$ cat config.mk
export PLATFORM = sky130hd
export DESIGN_NAME = cab_locate
export DESIGN_NICKNAME = d
export VERILOG_FILES = /design/src/sv/cab_pkg.sv /design/src/sv/cab_locate.sv
export SDC_FILE = /design/constraint.sdc
export NUM_CORES = 1
export LEC_CHECK = 0
export BUFFER_PORTS_ARGS = -buffer_cell sky130_fd_sc_hd__buf_2
export CAP_MARGIN = 20
export CELL_PAD_IN_SITES_DETAIL_PLACEMENT = 1
export CELL_PAD_IN_SITES_GLOBAL_PLACEMENT = 2
export CORE_MARGIN = 2
export CORE_UTILIZATION = 26
export DETAILED_ROUTE_END_ITERATION = 16
export PLACE_DENSITY = 0.88
export REMOVE_ABC_BUFFERS = 1
export SLEW_MARGIN = 20
export SYNTH_ARGS = -nofsm -noshare
export SYNTH_HDL_FRONTEND = slang
export SYNTH_SLANG_ARGS = --single-unit
$ cat constraint.sdc
create_clock -name aclk -period 6.9 [get_ports aclk]
set_clock_uncertainty 0.15 [all_clocks]
set_input_delay 0.345 -clock aclk [delete_from_list [all_inputs] [get_ports aclk]]
set_output_delay 0.345 -clock aclk [all_outputs]
set_load 0.02 [all_outputs]
$ cat src/sv/cab_pkg.sv
// Shared types, constants and codes for the clipped alpha sprite blitter.
`timescale 1ns / 1ps

package cab_pkg;

    localparam int MAX_SCREEN_W = 256;
    localparam int MAX_SCREEN_H = 256;
    localparam int MAX_SPRITE_W = 128;
    localparam int MAX_SPRITE_H = 128;

    localparam int X_W         = $clog2(MAX_SCREEN_W);
    localparam int Y_W         = $clog2(MAX_SCREEN_H);
    localparam int ADDR_W      = X_W + Y_W;
    localparam int FRAME_DEPTH = MAX_SCREEN_W * MAX_SCREEN_H;
    localparam int COLOR_W     = 24;

    localparam logic [1:0] ACT_BLEND = 2'd0;
    localparam logic [1:0] ACT_WRITE = 2'd1;
    localparam logic [1:0] ACT_READ  = 2'd2;

    typedef struct packed {
        logic        [8:0] screen_w;
        logic        [8:0] screen_h;
        logic        [7:0] sprite_w;
        logic        [7:0] sprite_h;
        logic signed [9:0] origin_x;
        logic signed [9:0] origin_y;
    } cfg_t;

    typedef struct packed {
        logic              landed;
        logic              is_blend;
        logic              is_write;
        logic [ADDR_W-1:0] addr;
        logic [X_W-1:0]    x;
        logic [Y_W-1:0]    y;
        logic [31:0]       word;
    } req_t;

endpackage

$ cat src/sv/cab_locate.sv
// Sprite column/row counters, screen mapping and clipping for blend items; others use frame_x/y.
`timescale 1ns / 1ps

module cab_locate import cab_pkg::*; (
    input  logic        aclk,
    input  logic        aresetn,
    input  cfg_t        cfg,
    input  logic        accept,
    input  logic [1:0]  action,
    input  logic        first_pixel,
    input  logic [31:0] pixel_word,
    input  logic [7:0]  frame_x,
    input  logic [7:0]  frame_y,
    output req_t        req
);

    logic        [6:0]  col_reg;
    logic        [6:0]  row_reg;
    logic        [6:0]  col_next;
    logic        [6:0]  row_next;
    logic        [6:0]  col_cur;
    logic        [6:0]  row_cur;
    logic        [7:0]  eff_w;
    logic        [7:0]  eff_h;
    logic        [7:0]  col_inc;
    logic        [7:0]  row_inc;
    logic        [8:0]  clip_w;
    logic        [8:0]  clip_h;
    logic signed [11:0] pos_x;
    logic signed [11:0] pos_y;
    logic               in_screen;

    always_comb begin
        eff_w = (cfg.sprite_w == 8'd0) ? 8'd1 :
                (cfg.sprite_w > 8'(MAX_SPRITE_W)) ? 8'(MAX_SPRITE_W) : cfg.sprite_w;
        eff_h = (cfg.sprite_h == 8'd0) ? 8'd1 :
                (cfg.sprite_h > 8'(MAX_SPRITE_H)) ? 8'(MAX_SPRITE_H) : cfg.sprite_h;
        clip_w = (cfg.screen_w > 9'(MAX_SCREEN_W)) ? 9'(MAX_SCREEN_W) : cfg.screen_w;
        clip_h = (cfg.screen_h > 9'(MAX_SCREEN_H)) ? 9'(MAX_SCREEN_H) : cfg.screen_h;

        col_cur = first_pixel ? 7'd0 : col_reg;
        row_cur = first_pixel ? 7'd0 : row_reg;

        pos_x = 12'(cfg.origin_x) + signed'({5'd0, col_cur});
        pos_y = 12'(cfg.origin_y) + signed'({4'd0, eff_h}) - 12'sd1
                - signed'({5'd0, row_cur});
        in_screen = !pos_x[11] && !pos_y[11]
                    && (pos_x[10:0] < {2'b00, clip_w})
                    && (pos_y[10:0] < {2'b00, clip_h});

        col_inc = {1'b0, col_cur} + 8'd1;
        row_inc = {1'b0, row_cur} + 8'd1;
        if (col_inc >= eff_w) begin
            col_next = 7'd0;
            row_next = (row_inc >= eff_h) ? 7'd0 : row_inc[6:0];
        end else begin
            col_next = col_inc[6:0];
            row_next = row_cur;
        end

        req      = '0;
        req.word = pixel_word;
        case (action)
            ACT_BLEND: begin
                req.is_blend = 1'b1;
                req.landed   = in_screen;
                if (in_screen) begin
                    req.x    = pos_x[X_W-1:0];
                    req.y    = pos_y[Y_W-1:0];
                    req.addr = {pos_y[Y_W-1:0], pos_x[X_W-1:0]};
                end
            end
            ACT_WRITE: begin
                req.is_write = 1'b1;
                req.landed   = 1'b1;
                req.x        = frame_x;
                req.y        = frame_y;
                req.addr     = {frame_y, frame_x};
            end
            ACT_READ: begin
                req.landed = 1'b1;
                req.x      = frame_x;
                req.y      = frame_y;
                req.addr   = {frame_y, frame_x};
            end
            default: begin
                req.landed = 1'b0;
            end
        endcase
    end

    always_ff @(posedge aclk) begin
        if (!aresetn) begin
            col_reg <= 7'd0;
            row_reg <= 7'd0;
        end else if (accept && action == ACT_BLEND) begin
            col_reg <= col_next;
            row_reg <= row_next;
        end
    end

endmodule

Word level (Yosys, flattened, before mapping)
Cells that the tools add are included.
{"block": "word_totals", "ff_bits": 14, "input_bits": 108, "out_inout_bits": 67, "word_cells": 44}
{"block": "op_classes", "addsub": 6, "order_cmp": 8, "n_eq_ne": 2, "n_mux": 16, "reduce_logical": 10}
{"op": "$pmux W32 S2", "count": 1}
{"op": "$mux W7", "count": 5}
{"op": "$mux W32", "count": 1}
{"op": "$mux W8", "count": 4}
{"op": "$lt A11 B9 Y1", "count": 2}
{"op": "$gt A9 B9 Y1 const B", "count": 2}
{"op": "$mux W9", "count": 2}
{"op": "$add A7 B1 Y8 const B", "count": 2}
{"op": "$ge A8 B8 Y1", "count": 2}
{"op": "$gt A8 B8 Y1 const B", "count": 2}
{"op": "$logic_not A8 Y1", "count": 2}
{"op": "$sub A11 B2 Y12 const B", "count": 1}
{"op": "$sub A12 B8 Y12", "count": 1}
{"op": "$add A10 B8 Y11", "count": 1}
{"op": "$add A10 B9 Y11", "count": 1}
{"op": "$logic_and A1 B1 Y1", "count": 4}
{"op": "$eq A2 B1 Y1 const B", "count": 1}
{"op": "$eq A2 B2 Y1 const B", "count": 1}
{"op": "$logic_not A1 Y1", "count": 2}
{"op": "$logic_not A2 Y1", "count": 1}
{"op": "$mux W1", "count": 2}
{"op": "$pmux W1 S2", "count": 1}
{"op": "$reduce_or A2 Y1", "count": 1}

Depth between registers and ports, before layout
{"block": "depth", "word_depth": 12, "ltp_mapped": 22, "depth_no_buf": 20}

Least setup slack after synthesis
Ideal clock, no wire load.
{"block": "synth_timing", "path_kind": "input to output", "start": "input port first_pixel", "end": "output port req[54] (netlist name)", "arrival_ns": 4.686, "t_required_ns": 6.405, "path_slack_ns": 1.719, "cell_stages": 21, "n_path_buf": 3, "cell_sequence": "buf_2 buf_1 nor2b_1 fa_1 inv_1 ha_1 o21ai_0 nor2_1 o21ai_0 nor2b_1 o21ai_0 xor2_1 ha_1 a22oi_1 o2111ai_1 a31oi_1 o21ai_1 nor3_2 nand4_4 o31ai_1 buf_4"}
{"element": "from (decl)", "line": "cab_locate.sv:10", "rtl": "input logic first_pixel,"}
{"element": "to (decl)", "line": "cab_locate.sv:14", "rtl": "output req_t req"}

==> results summary <==
The run finished with clean final reports. The worst path uses approximately 83% of the clock period. The length of routed wiring on met1 is 4350 um.

The internal reg-to-reg setup slack came out at 3.40 ns. The total placed cells including tap cells came out at 679. The post-route non-filler standard cell count is 683. The total grt overflow is 0.

The distinct cell type count after synthesis is 53. Sorting the synthesized cells by how often they occur yields nand2_1 (63), ha_1 (54), buf_4 (49), inv_1 (39), nor2_1 (26). The number of buffers created by CTS came out at 3. The starting density of the core came out at about a quarter. The arrival time reported for the critical path endpoint came out at ~5.2 ns. Power spread over the standard cell area amounts to 116 mW/mm^2. The most common cell in the synthesized netlist is nand2_1. The worst reg2reg path depth is 12. The post-CTS repair timing setup buffer count came out at 0. Post-CTS repair changed the size of 0 cells.

The final routed wirelength across all metal layers is around 10000 um. The area of the placeable core is 0.0126 mm^2. The die outline area is 0.0137 mm^2. The fraction of synthesis flops using an asynchronous set or reset pin came out at 0%.

The most used flip-flop cell after synthesis is dfxtp_1. Buffers inserted to repair hold after CTS numbered 0. The HPWL after detailed placement is 9230 um. STA classifies the critical path endpoint as a primary output.

The adder-cell share of the synthesized area came out at 25.8%. The number of antenna cells inserted is 0. The overall power came out at roughly 0.00044 W.

Pin placement for this block handled approximately 180 I/O pins. The synthesized netlist devotes 5.27% of its cell area to XOR and XNOR gates. Across the VDD grid, the largest voltage drop is 0.0652 mV. The number of setup violations in the final report came out at 0. The mean routed wirelength per cell is ~15 um.

The total of warnings raised by yosys is 0. Of all nets on the critical path, the largest fanout is 17. The synthesized-area fraction occupied by ao, oa, aoi and oai cells came out at between 10% and 20%. Entering global routing, the biggest net connects 19 pins. Summed over all instances, the cell type with the most area after synthesis is ha_1. From synthesis to final layout, the design area changed by 13.4%.

Based on the critical path, the design can be clocked at up to 175 MHz. The via count is 3238. The overall track demand over capacity in global routing came out at 14.6%.

The number of buffers between clock root and the deepest sink came out at 2. The clock-pin slew on the worst setup and hold paths is 0.05 ns. The total DRC errors in the routed layout is 0.

The area share of the leading cell type in the synthesized netlist came out at 20.3%. The number of nets in the layout is just under 700. The required time at the endpoint of the critical path is roughly 6.4 ns. By area, the combinational part of the netlist is dominated by adder cells. The min-delay analysis places its worst path in the category input pin to flop. In this run the top signal layer used is met4. The number of core rows came out at 41. The post-detailed-route via-to-cell ratio came out at 4.74. The routed design uses 5000 um of met2 wire. The total clock sinks came out at 14.

Routability-driven placement finished with a final weighted congestion of 0.822. After detailed routing, the met3 layer carries 877 um of wire. The count of endpoints failing hold in the final timing report came out at 0. The static leakage came out at 1.87 nW.

The worst setup path is of the flop to primary output kind. The number of antenna violations at the first check in global routing came to 0. The cell area that synthesis handed to floorplanning was roughly 0.0033 mm^2. Setup repair after global routing left no endpoint under its margin.

The mux contribution to synthesized area came out at 0%. The via count of the first global-routing pass came to 3457. In this run, synthesis inferred 0 flip-flops with an integrated enable. The library cell used as clock root buffer is clkbuf_16. A synthesized cell averages 7.32 um^2. The post-route antenna net violation count is 0. The latest clock arrival within the worst-skew pair came out at between 0.2 and 0.25 ns. The first-pass GRT wire length is about 16000 um. The basic-gate share of the synthesized area counting and, or, nand and nor cells came out at 24.3%. Measured along the y axis, the die boundary spans 117 um. The number of synthesized register bits came out at 14. In the final layout, the share of cells above drive strength 1 is 25.4%. The final core utilization is 30.0%. After synthesis, the cell types taking the most area are ha_1 (20%), buf_4 (11%), dfxtp_1 (8.4%), nand2_1 (7.1%), fa_1 (5.4%). The proportion of synthesized chip area in sequential cells came out at 8.44%.

The worst slew margin relative to its limit came out at 37.7%. Subtracting the final worst setup slack from the clock period gives 5.70 ns. CTS built an H-tree with a depth of 1. Input and output buffers added on the ports amount to 110. The count of pins over their slew limit came to 0. The transition time at the pin with the least slew margin is 0.932 ns.

TritonCTS built the clock tree. The setup TNS after final layout came out at 0 ns. The first detailed-routing pass took 4 iterations.

The DRC violation total after the first TritonRoute iteration came out at 111. The horizontal die dimension is 117 um. STA classifies the critical path startpoint as a flop. Counting instances, the worst hold path has a depth of 2.

The count of mapped cells out of synthesis came out at 454. The tool flagged a number of max-cap violations equal to 0.
-- cells in the final DEF (no fill, tap or decap), types with 4 or more instances in the layout --
master    netlist  routed
buf_2           2     110
nand2_1        63      63
ha_1           54      54
inv_1          39      39
nor2_1         26      26
nand3_1        20      20
nor2b_1        19      19
a21oi_1        18      18
nand2b_1       17      17
dfxtp_1        14      14
o21ai_0        12      12
xor2_1         10      10
xnor2_1        10      10
o21ai_1         9       9
o21ai_2         9       9
fa_1            9       9
a21o_1          5       5
nor3_1          5       5
a22o_1          5       5
a21boi_0        5       5
o21a_1          4       4
-- cells by family (layout without fill, tap and decap cells) --
kind of cell    count (synthesis)  after routing
simple gates                  166            166
buf+inv                        98            155
compound gates                 93             93
fa+ha+maj                      63             63
xor+xnor                       20             20
flops                          14             14
-- critical path, stage by stage, from the launching register on --
cell       delay [ns]
dfxtp_1          0.38
nor2b_1          0.35
fa_1             0.48
inv_1            0.11
ha_1             0.26
a211oi_1         0.29
nor2_1           0.11
o21ai_0          0.19
nor2b_1          0.21
o21ai_0          0.13
xor2_1           0.16
ha_1             0.32
a22oi_1          0.22
o2111ai_1        0.16
a31oi_1          0.16
o21ai_1          0.10
nor3_2           0.27
nand4_4          0.34
o31ai_1          0.44
buf_2            0.24
-- final timing paths --
check,start,endpoint
worst max-delay path,row_reg[2],req[56]
worst min-delay path,aresetn,col_reg[3]
worst max register to register,col_reg[0],row_reg[3]
worst min register to register,col_reg[6],col_reg[6]
-- stage by stage --
step | cell area (um^2) | hold slack, ns | setup slack (ns)
after floorplan | 2910 | 0.291 | 1.63
after global placement | 3680 | 0.300 | 1.60
after detailed placement | 3680 | 0.311 | 1.24
after CTS | 3770 | 0.313 | 1.15
after global routing | 3770 | 0.323 | 0.739
final | 3770 | 0.312 | 1.20
-- area by class of cell --
class                      instances  area [um^2]
clock buffer                       4         88.8
multi-input combinational        342         2480
inverter                          41          154
timing repair buffer             110          551
fill                            1588         8800
sequential                        14          280
tap                              172          215
-- report_power, final --
| group | internal (W) | switching (W) |
|---|---|---|
| logic | 0.0000939 | 0.000142 |
| clock network | 0.0000877 | 0.0000321 |
| registers | 0.0000815 | 0.000000423 |
| total | 0.000263 | 0.000174 |
-- routing by layer --
layer  vias to the layer above  GRT usage, %
met5                         -          3.33
met1                      1497          16.5
met4                         0          1.73
met3                         7          5.10
li1                       1618             -
met2                       116          26.8
No activity file was read; power rests on OpenSTA's default activity.
